`config.mk`:
```
export PLATFORM = sky130hd
export DESIGN_NAME = double_buffered_cell_diff_screen_core
export DESIGN_NICKNAME = d
export VERILOG_FILES = /design/src/hdl/dbcs_pkg.sv /design/src/hdl/dbcs_frame_store.sv /design/src/hdl/dbcs_scan_ctrl.sv /design/src/hdl/double_buffered_cell_diff_screen_core.sv
export SDC_FILE = /design/constraint.sdc
export NUM_CORES = 1
export LEC_CHECK = 0
export ABC_CLOCK_PERIOD_IN_PS = 7550
export BUFFER_PORTS_ARGS = -buffer_cell sky130_fd_sc_hd__buf_2
export CAP_MARGIN = 20
export CORE_ASPECT_RATIO = 1.4
export CORE_MARGIN = 4
export CORE_UTILIZATION = 68
export CTS_CLUSTER_DIAMETER = 200
export CTS_CLUSTER_SIZE = 40
export DETAILED_ROUTE_END_ITERATION = 12
export PLACE_DENSITY = 0.88
export RECOVER_POWER = 50
export SLEW_MARGIN = 20
export SYNTH_ARGS = -nofsm -noshare
export SYNTH_HDL_FRONTEND = slang
export SYNTH_SLANG_ARGS = --single-unit
```
`constraint.sdc`:
```
create_clock -name clk -period 7.55 [get_ports clk]
set_input_delay 1.51 -clock clk [delete_from_list [all_inputs] [get_ports clk]]
set_output_delay 1.51 -clock clk [all_outputs]
set_load 0.05 [all_outputs]
```
`src/hdl/dbcs_pkg.sv`:
```
package dbcs_pkg;

  localparam int DEF_MAX_COLS = 8;
  localparam int DEF_MAX_ROWS = 8;

  localparam int GLYPH_W = 8;
  localparam int POS_W   = 3;
  localparam int REG_W   = 4;

  localparam logic [GLYPH_W-1:0] GLYPH_SPACE = 8'd32;
  localparam logic [REG_W-1:0]   COLS_RESET  = 4'd8;
  localparam logic [REG_W-1:0]   ROWS_RESET  = 4'd8;

  // Configuration register indexes.
  localparam logic CFG_COLS = 1'b0;
  localparam logic CFG_ROWS = 1'b1;

  // Input commands.
  typedef enum logic {
    CMD_DRAW    = 1'b0,
    CMD_PRESENT = 1'b1
  } cmd_t;

  typedef enum logic [1:0] {
    ST_IDLE,
    ST_READ,
    ST_CMP,
    ST_FINISH
  } state_t;

  // Read request from the scan sequencer to both frame stores.
  typedef struct packed {
    logic             en;
    logic [POS_W-1:0] x;
    logic [POS_W-1:0] y;
  } scan_req_t;

endpackage

```
`src/hdl/dbcs_frame_store.sv`:
```
module dbcs_frame_store
  import dbcs_pkg::*;
#(
  parameter int DEPTH  = DEF_MAX_COLS * DEF_MAX_ROWS,
  parameter int ADDR_W = 6
) (
  input  logic               clk,
  input  logic               rst,
  input  logic               we,
  input  logic [ADDR_W-1:0]  waddr,
  input  logic [GLYPH_W-1:0] wdata,
  input  logic               re,
  input  logic [ADDR_W-1:0]  raddr,
  output logic [GLYPH_W-1:0] rdata
);

  logic [GLYPH_W-1:0] mem [DEPTH];
  logic [DEPTH-1:0]   written;
  logic [GLYPH_W-1:0] rd_q;
  logic               rv_q;

  always_ff @(posedge clk) begin
    if (we) begin
      mem[waddr] <= wdata;
    end
    if (re) begin
      rd_q <= mem[raddr];
    end
  end

  // An entry never written since reset reads as a space.
  always_ff @(posedge clk) begin
    if (rst) begin
      written <= '0;
      rv_q    <= 1'b0;
    end else begin
      if (we) begin
        written[waddr] <= 1'b1;
      end
      if (re) begin
        rv_q <= written[raddr];
      end
    end
  end

  assign rdata = rv_q ? rd_q : GLYPH_SPACE;

endmodule

```
`src/hdl/dbcs_scan_ctrl.sv`:
```
module dbcs_scan_ctrl
  import dbcs_pkg::*;
(
  input  logic               clk,
  input  logic               rst,
  input  logic               start,
  input  logic [REG_W-1:0]   eff_w,
  input  logic [REG_W-1:0]   eff_h,
  output logic               busy,
  output logic               back_sel,
  output scan_req_t          scan_req,
  input  logic [GLYPH_W-1:0] glyph_a,
  input  logic [GLYPH_W-1:0] glyph_b,
  output logic               out_valid,
  input  logic               out_ready,
  output logic               cell_valid,
  output logic [POS_W-1:0]   out_col,
  output logic [POS_W-1:0]   out_row,
  output logic [GLYPH_W-1:0] out_glyph,
  output logic               last
);

  state_t state, state_next;

  logic [POS_W-1:0]   x, y;
  logic               first_pending;
  logic               pend_valid;
  logic [POS_W-1:0]   pend_col, pend_row;
  logic [GLYPH_W-1:0] pend_glyph;

  logic [GLYPH_W-1:0] back_g, front_g;
  logic slot_free, hit, end_x, end_y, last_cell, cmp_go, push, fin, empty_area;

  assign slot_free  = !out_valid || out_ready;
  assign back_g     = back_sel ? glyph_b : glyph_a;
  assign front_g    = back_sel ? glyph_a : glyph_b;
  assign hit        = first_pending || (back_g != front_g);
  assign end_x      = (REG_W'(x) + REG_W'(1)) == eff_w;
  assign end_y      = (REG_W'(y) + REG_W'(1)) == eff_h;
  assign last_cell  = end_x && end_y;
  assign empty_area = (eff_w == '0) || (eff_h == '0);
  // A new hit can only be taken once the held one has gone to the output.
  assign cmp_go     = !(hit && pend_valid) || slot_free;

  always_comb begin
    state_next = state;
    unique case (state)
      ST_IDLE: begin
        if (start) begin
          state_next = empty_area ? ST_FINISH : ST_READ;
        end
      end
      ST_READ: begin
        state_next = ST_CMP;
      end
      ST_CMP: begin
        if (cmp_go) begin
          state_next = last_cell ? ST_FINISH : ST_READ;
        end
      end
      ST_FINISH: begin
        if (slot_free) begin
          state_next = ST_IDLE;
        end
      end
      default: begin
        state_next = ST_IDLE;
      end
    endcase
  end

  always_comb begin
    busy        = (state != ST_IDLE);
    scan_req.en = (state == ST_READ);
    scan_req.x  = x;
    scan_req.y  = y;
    push        = (state == ST_CMP) && cmp_go && hit && pend_valid;
    fin         = (state == ST_FINISH) && slot_free;
  end

  always_ff @(posedge clk) begin
    if (rst) begin
      state         <= ST_IDLE;
      first_pending <= 1'b1;
      back_sel      <= 1'b0;
      pend_valid    <= 1'b0;
      out_valid     <= 1'b0;
    end else begin
      state <= state_next;
      if (state == ST_IDLE && start) begin
        pend_valid <= 1'b0;
      end else if (state == ST_CMP && cmp_go && hit) begin
        pend_valid <= 1'b1;
      end
      if (push || fin) begin
        out_valid <= 1'b1;
      end else if (out_ready) begin
        out_valid <= 1'b0;
      end
      if (fin) begin
        back_sel      <= !back_sel;
        first_pending <= 1'b0;
      end
    end
  end

  always_ff @(posedge clk) begin
    if (state == ST_IDLE && start) begin
      x <= '0;
      y <= '0;
    end else if (state == ST_CMP && cmp_go) begin
      if (hit) begin
        pend_col   <= x;
        pend_row   <= y;
        pend_glyph <= back_g;
      end
      if (end_x) begin
        x <= '0;
        y <= y + POS_W'(1);
      end else begin
        x <= x + POS_W'(1);
      end
    end
  end

  // The held hit goes out only when the next one shows up or the scan ends,
  // so the final beat of a present can carry last.
  always_ff @(posedge clk) begin
    if (push) begin
      cell_valid <= 1'b1;
      out_col    <= pend_col;
      out_row    <= pend_row;
      out_glyph  <= pend_glyph;
      last       <= 1'b0;
    end else if (fin) begin
      cell_valid <= pend_valid;
      out_col    <= pend_valid ? pend_col : '0;
      out_row    <= pend_valid ? pend_row : '0;
      out_glyph  <= pend_valid ? pend_glyph : '0;
      last       <= 1'b1;
    end
  end

endmodule

```
`src/hdl/double_buffered_cell_diff_screen_core.sv`:
```
// Character-cell screen kept in two ping-pong frame stores.
// Input channel (in_valid/in_ready): cmd 0 draws glyph at (col,row) into the
// back frame; cells outside the active area are dropped. cmd 1 presents: the
// active cells are scanned in row-major order and every cell whose back glyph
// differs from the front glyph leaves as one beat on the output channel
// (out_valid/out_ready), the final beat flagged by last. The first present
// after reset sends every active cell. A present with nothing to send gives a
// single beat with cell_valid 0 and last 1. The frames swap after each present.
// A draw leaves the block ready. During a present each active cell goes
// through the registered frame store read followed by the shared compare
// stage; in_ready is low meanwhile. A held hit is released when the next hit
// is found or the scan ends. When the receiver stalls, the scan waits at the
// next hit; a new item can be accepted while the final beat still waits in
// the output register. Reset clears both frames to spaces, makes store a the
// back frame and sets the active area to 8 by 8. cols_in_use and rows_in_use
// (cfg_index 0 and 1) are written through cfg_we; the user must write them
// only while the block is idle, as the block itself does not enforce it.
module double_buffered_cell_diff_screen_core
  import dbcs_pkg::*;
#(
  parameter int MAX_COLS = DEF_MAX_COLS,
  parameter int MAX_ROWS = DEF_MAX_ROWS
) (
  input  logic               clk,
  input  logic               rst,
  input  logic               cfg_we,
  input  logic               cfg_index,
  input  logic [REG_W-1:0]   cfg_data,
  input  logic               in_valid,
  output logic               in_ready,
  input  logic               cmd,
  input  logic signed [7:0]  col,
  input  logic signed [7:0]  row,
  input  logic [GLYPH_W-1:0] glyph,
  output logic               out_valid,
  input  logic               out_ready,
  output logic               cell_valid,
  output logic [POS_W-1:0]   out_col,
  output logic [POS_W-1:0]   out_row,
  output logic [GLYPH_W-1:0] out_glyph,
  output logic               last
);

  localparam int DEPTH  = MAX_COLS * MAX_ROWS;
  localparam int ADDR_W = (DEPTH > 1) ? $clog2(DEPTH) : 1;
  localparam logic [REG_W-1:0] COLS_MAX4 = REG_W'(MAX_COLS);
  localparam logic [REG_W-1:0] ROWS_MAX4 = REG_W'(MAX_ROWS);
  localparam logic [6:0]       COLS7     = 7'(MAX_COLS);

  logic [REG_W-1:0]   cols_in_use, rows_in_use;
  logic [REG_W-1:0]   eff_w, eff_h;
  logic               busy, back_sel, draw_ok, we_a, we_b;
  logic [6:0]         waddr_full, raddr_full;
  logic [GLYPH_W-1:0] glyph_a, glyph_b;
  scan_req_t          scan_req;

  always_ff @(posedge clk) begin
    if (rst) begin
      cols_in_use <= COLS_RESET;
      rows_in_use <= ROWS_RESET;
    end else if (cfg_we) begin
      unique case (cfg_index)
        CFG_COLS: cols_in_use <= cfg_data;
        CFG_ROWS: rows_in_use <= cfg_data;
        default:  ;
      endcase
    end
  end

  assign eff_w = (cols_in_use > COLS_MAX4) ? COLS_MAX4 : cols_in_use;
  assign eff_h = (rows_in_use > ROWS_MAX4) ? ROWS_MAX4 : rows_in_use;

  assign in_ready = !busy;

  // Negative coordinates have bit 7 set and fail the unsigned compare.
  assign draw_ok = in_valid && in_ready && (cmd == CMD_DRAW)
                   && ($unsigned(col) < {4'b0000, eff_w})
                   && ($unsigned(row) < {4'b0000, eff_h});
  assign we_a = draw_ok && !back_sel;
  assign we_b = draw_ok && back_sel;

  assign waddr_full = 7'(row[2:0]) * COLS7 + 7'(col[2:0]);
  assign raddr_full = 7'(scan_req.y) * COLS7 + 7'(scan_req.x);

  dbcs_frame_store #(
    .DEPTH  (DEPTH),
    .ADDR_W (ADDR_W)
  ) u_store_a (
    .clk   (clk),
    .rst   (rst),
    .we    (we_a),
    .waddr (waddr_full[ADDR_W-1:0]),
    .wdata (glyph),
    .re    (scan_req.en),
    .raddr (raddr_full[ADDR_W-1:0]),
    .rdata (glyph_a)
  );

  dbcs_frame_store #(
    .DEPTH  (DEPTH),
    .ADDR_W (ADDR_W)
  ) u_store_b (
    .clk   (clk),
    .rst   (rst),
    .we    (we_b),
    .waddr (waddr_full[ADDR_W-1:0]),
    .wdata (glyph),
    .re    (scan_req.en),
    .raddr (raddr_full[ADDR_W-1:0]),
    .rdata (glyph_b)
  );

  dbcs_scan_ctrl u_ctrl (
    .clk        (clk),
    .rst        (rst),
    .start      (in_valid && in_ready && (cmd == CMD_PRESENT)),
    .eff_w      (eff_w),
    .eff_h      (eff_h),
    .busy       (busy),
    .back_sel   (back_sel),
    .scan_req   (scan_req),
    .glyph_a    (glyph_a),
    .glyph_b    (glyph_b),
    .out_valid  (out_valid),
    .out_ready  (out_ready),
    .cell_valid (cell_valid),
    .out_col    (out_col),
    .out_row    (out_row),
    .out_glyph  (out_glyph),
    .last       (last)
  );

endmodule

```
==> Word-level counts from Yosys, hierarchy flattened <==
Memories as Yosys holds them, arrays and structs flattened. A register that Yosys moved wholly into a read port is not among the register bits.
Cells that the tools add are included.
{ "op_classes": {"n_eq_ne": 9, "n_reduce_logical": 36, "mux": 34, "bitwise": 5, "order_cmp": 7, "addsub": 6} }
{ "op_table": {"columns": ["cell", "count"], "rows": [
  ["bitwise OR 64 bit", 2],
  ["two-way mux 8 bit", 7],
  ["two-way mux 3 bit", 7],
  ["< comparator 8 x 4 -> 1 bit", 2],
  ["logical AND 1 bit", 15],
  ["< comparator 6 x 7 -> 1 bit (second input constant)", 2],
  ["adder 6 x 3 -> 6 bit", 2],
  ["binary-select mux 1 bit (select 6 bit)", 2],
  ["two-way mux 2 bit", 5],
  ["two-way mux 1 bit", 9],
  ["adder 3 x 1 -> 4 bit (second input constant)", 2],
  ["equality test 4 bit", 2],
  ["> comparator 4 bit (second input constant)", 2],
  ["zero test 4 bit", 2],
  ["two-way mux 4 bit", 2],
  ["!= test 8 bit", 1],
  ["case mux 2 bit (4 select lines)", 1],
  ["adder 3 x 1 -> 3 bit (second input constant)", 2],
  ["demux 1 bit (select 6 bit)", 1],
  ["greater-or-equal comparator 6 x 1 -> 1 bit (second input constant)", 1],
  ["!= test 2 x 1 -> 1 bit (second input constant)", 3],
  ["AND reduction 2 bit", 3],
  ["AND reduction 3 bit", 2],
  ["nonzero test 2 bit", 3],
  ["7 further kinds", 17]
]} }
{ "totals": {"out_inout_bits": 18, "mem_bits_rw": 1024, "memories": 2, "inputBits": 35, "reg_bits": 180, "word_cells": 120} }
{ "memory_table": {"columns": ["memory", "words", "word_bits", "read_ports", "rd_clocked_by_memory_dff", "write_ports", "line_no", "text"], "rows": [
  ["u_store_a.mem", 64, 8, 1, 1, 1, "dbcs_frame_store.sv:17", "logic [GLYPH_W-1:0] mem [DEPTH];"],
  ["u_store_b.mem", 64, 8, 1, 1, 1, "dbcs_frame_store.sv:17", null]
]} }

==> Logic depth before layout (Yosys ltp) <==
{ "depth": {"word_depth": 12, "mapped_depth": 11, "depth_no_buf": 8} }

==> By module <==
Synthesis repeated with hierarchy kept, for this count alone.
{ "hier_totals": {"hier_cells": 2446, "hier_area_um2": 47503.1} }
{ "by_module_without_submodules": {"columns": ["module", "cells_per_inst", "seq_area_each_um2", "instances", "area_each_um2"], "rows": [
  ["dbcs_frame_store at u_store_a", 1109, 16916.2, 1, 22509.1],
  ["dbcs_frame_store at u_store_b", 1100, 16916.2, 1, 22487.8],
  ["dbcs_scan_ctrl", 167, 1121.1, 1, 1956.9],
  ["double_buffered_cell_diff_screen_core", 70, 160.2, 1, 549.3]
]} }

==> Worst setup path before layout <==
Ideal clock, no wire load.
{ "synth_timing": {"path_type": "input to register", "startpoint": "input col[0]", "endpoint": "memory u_store_b.mem[26][0], enable pin", "required_time_ns": 7.152, "setup_ns": 0.398, "path_buffers": 3, "arrival_time_ns": 3.737, "path_slack_ns": 3.415, "stages": 8, "cell_sequence": "clkbuf_1 > or3b_1 > a21o_1 > a21oi_1 > nor2b_1 > buf_2 > clkbuf_1 > nor4_1"} }
{ "synth_between": {"elab_chain_cells": 6, "word_cells_on_any_way": 7, "classes_between": "add/sub (1); order compare (1); mux (2); reduce/logical (3)"} }
{ "synth_lines": {"columns": ["item", "line_no", "text"], "rows": [
  ["from (decl)", "double_buffered_cell_diff_screen_core.sv:32", "input logic signed [7:0] col,"],
  ["< comparator 8 x 4 -> 1 bit", "double_buffered_cell_diff_screen_core.sv:77", "&& ($unsigned(col) < {4'b0000, eff_w})"],
  ["logical AND 1 bit", "double_buffered_cell_diff_screen_core.sv:77", null],
  ["logical AND 1 bit", "double_buffered_cell_diff_screen_core.sv:78", "&& ($unsigned(row) < {4'b0000, eff_h});"],
  ["logical AND 1 bit", "double_buffered_cell_diff_screen_core.sv:80", "assign we_b = draw_ok && back_sel;"],
  ["two-way mux 1 bit", "dbcs_frame_store.sv:23", "if (we) begin"],
  ["two-way mux 1 bit (implied by the code)", "dbcs_frame_store.sv:24", "mem[waddr] <= wdata;"],
  ["to (decl)", "dbcs_frame_store.sv:17", null]
]} }
Several ways; a longest one is shown, not always the timed one.

==> Worst setup path after layout <==
{ "layout_timing": {"startpoint": "input glyph[7]", "endpoint": "memory u_store_b.mem[14][7], data pin"} }
{ "layout_rtl": {"columns": ["item", "line_no", "text"], "rows": [
  ["from (decl)", "double_buffered_cell_diff_screen_core.sv:34", "input logic [GLYPH_W-1:0] glyph,"]
]} }
No word-level cell before the write port.

==> qor.log <==
INFO  yosys          distinct_cell_type_count_after_synthesis=59
INFO  die            die_y=325um
INFO  pwr            seq_power_share=64.7%
INFO  clock_tree     cts-root-to-sink-buffers=3
INFO  pwr            pwr-share-comb=10.9%
INFO  pwr            p_sw_share=22.9%
INFO  placement      dpl.hpwl=73500um
INFO  die            floorplan.die.width=235um
INFO  yosys          synth.cells.most_frequent=sky130_fd_sc_hd__edfxtp_1, sky130_fd_sc_hd__mux4_2, sky130_fd_sc_hd__dfxtp_1, sky130_fd_sc_hd__mux2i_1, sky130_fd_sc_hd__o21ba_1
INFO  sta            final_hold_viol_count=0
INFO  route          drt-initial-drc-count=3942
INFO  run_status     violated_checks=max-capacitance violations, max-slew violations
INFO  layout         post_route_cells_drive_above_1_share=19.6%
INFO  yosys          seq_area_frac_synth=71.8%
INFO  sta            final-setup-viol-count=0
INFO  run_status     result_of_the_run=finished with violations
INFO  worst_setup_path buffering_stage_count_on_the_worst_path_with_inverters_included=2
INFO  run            max-cap-violations=24
INFO  worst_setup_path timing.critical_path.max_delay_family=buffers and inverters
INFO  clock_tree     postCtsResizedCells=0
INFO  yosys          ys_top_cells_by_area=sky130_fd_sc_hd__edfxtp_1, sky130_fd_sc_hd__mux4_2, sky130_fd_sc_hd__dfxtp_1, sky130_fd_sc_hd__mux2i_1, sky130_fd_sc_hd__nor4_2
INFO  global_routing grt-ovfl-total=0
INFO  die            row_count=116
INFO  clock_tree     cts_made_buffers=36
INFO  yosys          synth_top_area_share=65.5%
INFO  worst_setup_path critical_path.slowest_cell=sky130_fd_sc_hd__clkbuf_1
INFO  clock_tree     cts_max_level=2
INFO  pwr            total_switching_power=2.62mW
INFO  worst_setup_path max_stage_delay=2750ps
INFO  clock_tree     tritoncts_clock_tree=done
INFO  worst_setup_path critical_path_arrival=5920ps
INFO  route          route.detailed.wl_per_inst=35.0um
INFO  pwr            post-layout-total-power=11.5mW
INFO  sta            finalMaxSlewViolations=1293
INFO  placement      placed_cells_incl_taps=3383
INFO  worst_hold_path hold-path-endpoint=u_store_a.written[30]$_SDFFE_PP0P_
INFO  worst_hold_path worst_hold_path_depth=1
INFO  route          dr.pass1.iters=6
INFO  sta            highest_clock_rate=0.175GHz
INFO  route          via_count=26000
INFO  worst_hold_path worstHoldStart=u_store_a.written[30]$_SDFFE_PP0P_
INFO  yosys          synthArstFlopShare=0%
INFO  worst_setup_path critical_path.cell_chain=clkbuf_1 -> clkbuf_2
INFO  yosys          yosysMostFrequentCell=sky130_fd_sc_hd__edfxtp_1
INFO  die            die_area=76400um^2
INFO  pwr            p_int=8.83mW
INFO  clock_tree     worstSkewPairLatency=650ps
INFO  yosys          synth_warnings=0
INFO  global_routing grt_max_degree=119
INFO  route          vias_per_cell=7.55
INFO  global_routing grt_first_pass_wirelength=176000um
INFO  clock_tree     count_of_hold_fix_buffers_inserted_at_cts=0
INFO  pwr            clock_power_share=24.4%
INFO  yosys          synth-edff-count=1068
INFO  sta            rsz0062_at_grt=false
INFO  route          final_antenna_net_count=0
INFO  worst_setup_path worst_ep_required_time=7740ps
INFO  route          post-route-drc-count=0
INFO  die            initial_utilization=68.5%
INFO  sta            worst_pin_slew=3990ps
INFO  worst_setup_path regToRegEndpoint=u_store_a.rd_q[0]$_DFFE_PP_
INFO  layout         final_util=71.5%
INFO  sta            final_period_minus_worst_setup_slack=5730ps
INFO  layout         stdcell_count=3446
INFO  die            fp.coreArea=71400um^2
INFO  global_routing antenna_found_initial=0
INFO  clock_tree     clk_pin_slew=130ps
INFO  worst_setup_path critPathLaunchType=input port
INFO  pwr            power-per-cell-area=224nW/um^2
INFO  yosys          ys.flop_type=sky130_fd_sc_hd__edfxtp_1
INFO  yosys          ys_ff_latch=1220
INFO  placement      pre_cts_ws=2520ps
INFO  worst_setup_path regToRegSetupSlack=2680ps
INFO  layout         layout-area-overhead-vs-synth=4.36%
INFO  pwr            vdd.ir_drop.worst=0.000151V
INFO  sta            max_slew_margin=-166%
INFO  yosys          synth.avg_cell_area=19.4um^2
INFO  yosys          post_synthesis_instance_area=48900um^2
INFO  sta            layout_setup_ws=1820ps
INFO  worst_setup_path critical_r2r_launch=u_ctrl.y[0]$_SDFFE_PP0P_
INFO  sta            period_share=75.9%
INFO  layout         finish.net_count=2520
INFO  worst_setup_path setup.worst_path.end_class=flop
INFO  route          route.final.wire_length=121000um
INFO  sta            timing.clock.skew=31.2ps
INFO  yosys          synth.net_count=2571
INFO  clock_tree     clk_root_buffer_cell=sky130_fd_sc_hd__clkbuf_16
INFO  placement      placement.io_buffers=52
INFO  global_routing first_global_vias=25400
INFO  worst_hold_path worst_hold_path_type=reg -> reg
INFO  die            top_level_ports=53
INFO  yosys          synth_top_cell_by_area=sky130_fd_sc_hd__edfxtp_1
INFO  global_routing gr_util_all_layers=31.2%
INFO  worst_setup_path critPathMaxFanout=67
INFO  clock_tree     cts_setup_buffers=0
INFO  sta            setup_total_negative_slack=0ps
INFO  placement      gp_congestion=0.943
INFO  worst_setup_path r2r.worst_path.cells=5
INFO  worst_setup_path worstSetupPathType=in -> reg
INFO  yosys          synthesized_netlist_cell_count=2528
INFO  pwr            power.leakage=15.8nW
INFO  clock_tree     tritoncts_num_sinks=1220
INFO  layout         diodes=0
through the flow:
step	hold slack (ps)	instance area (um^2)
global placement	447	50000
global route	504	51100
floorplan	406	48900
CTS	487	51100
detailed placement	454	50000
finish	482	51100
worst max path at each step:
stage | slack (ps) | to | cells past startpoint | startpoint
after global placement | 2700 | u_store_a.mem[60][2]$_DFFE_PP_ | 9 | row[0]
after detailed placement | 2520 | u_store_a.mem[55][1]$_DFFE_PP_ | 8 | row[0]
final | 1820 | u_store_b.mem[14][7]$_DFFE_PP_ | 2 | glyph[7]
after global routing | 1730 | u_store_b.mem[15][7]$_DFFE_PP_ | 2 | glyph[7]
after CTS | 3160 | u_store_a.mem[60][7]$_DFFE_PP_ | 9 | row[0]
after floorplan | 3410 | u_store_b.mem[26][0]$_DFFE_PP_ | 8 | col[0]
cells by family after synthesis:
group	count (synthesis)	share of synthesized area (%)
adders and majority gates	8	0.205
and+or+nand+nor	303	5.01
xor gates and xnor gates	7	0.125
AOI/OAI and AO/OA	403	6.62
muxes	400	14.5
buffers and inverters	187	1.75
DFF	1220	71.8
power groups by stage:
stage               Clock [mW]  Combinational, mW  Sequential [mW]
finish                    2.80               1.25             7.41
detailed placement           0               1.24             7.55
floorplan                    0              0.879             7.50
global route              3.05               1.29             7.42
global placement             0               1.21             7.54
CTS                       2.79               1.24             7.40
layout make-up:
type | instances | area, um^2
Tap cell | 944 | 1180
Timing Repair Buffer | 91 | 551
Inverter | 7 | 26.3
Fill cell | 3992 | 20300
Clock inverter | 1 | 20.0
Clock buffer | 62 | 1020
Sequential cell | 1220 | 35100
Multi-Input combinational cell | 1121 | 13100
layout by cell type (no fill, tap or decap), types with 37 or more instances in the layout:
cell	instances
sky130_fd_sc_hd__nand2_1	39
sky130_fd_sc_hd__clkbuf_1	55
sky130_fd_sc_hd__edfxtp_1	1068
sky130_fd_sc_hd__a21oi_1	51
sky130_fd_sc_hd__clkbuf_16	37
sky130_fd_sc_hd__o22ai_1	41
sky130_fd_sc_hd__o21ba_1	120
sky130_fd_sc_hd__o21ai_0	44
sky130_fd_sc_hd__nor4_2	108
sky130_fd_sc_hd__mux4_2	248
sky130_fd_sc_hd__mux2i_1	152
sky130_fd_sc_hd__dfxtp_1	150
sequential cells by signal, summed over array words and instances, names as in the netlist, 2 cells and up:
signal and count:
u_ctrl.state 2, rows_in_use 4, u_store_a.rd_q 8, u_ctrl.out_glyph 8, u_ctrl.y 3, u_ctrl.out_row 3
u_store_b.written 64, u_ctrl.out_col 3, u_ctrl.pend_col 3, u_store_b.rd_q 8, u_store_b.mem 512, u_ctrl.pend_glyph 8
u_ctrl.pend_row 3, u_store_a.mem 512, cols_in_use 4, u_store_a.written 64, u_ctrl.x 3
metal layers:
metal  routed length (um)  part of all wire (%)  track usage (%)
met5                    0                     0                0
met4                 8380                   7.0             16.6
met3                12200                    10             5.11
met2                59800                    50             51.1
met1                40200                    33             41.0
(Power assumes the default switching activity.)
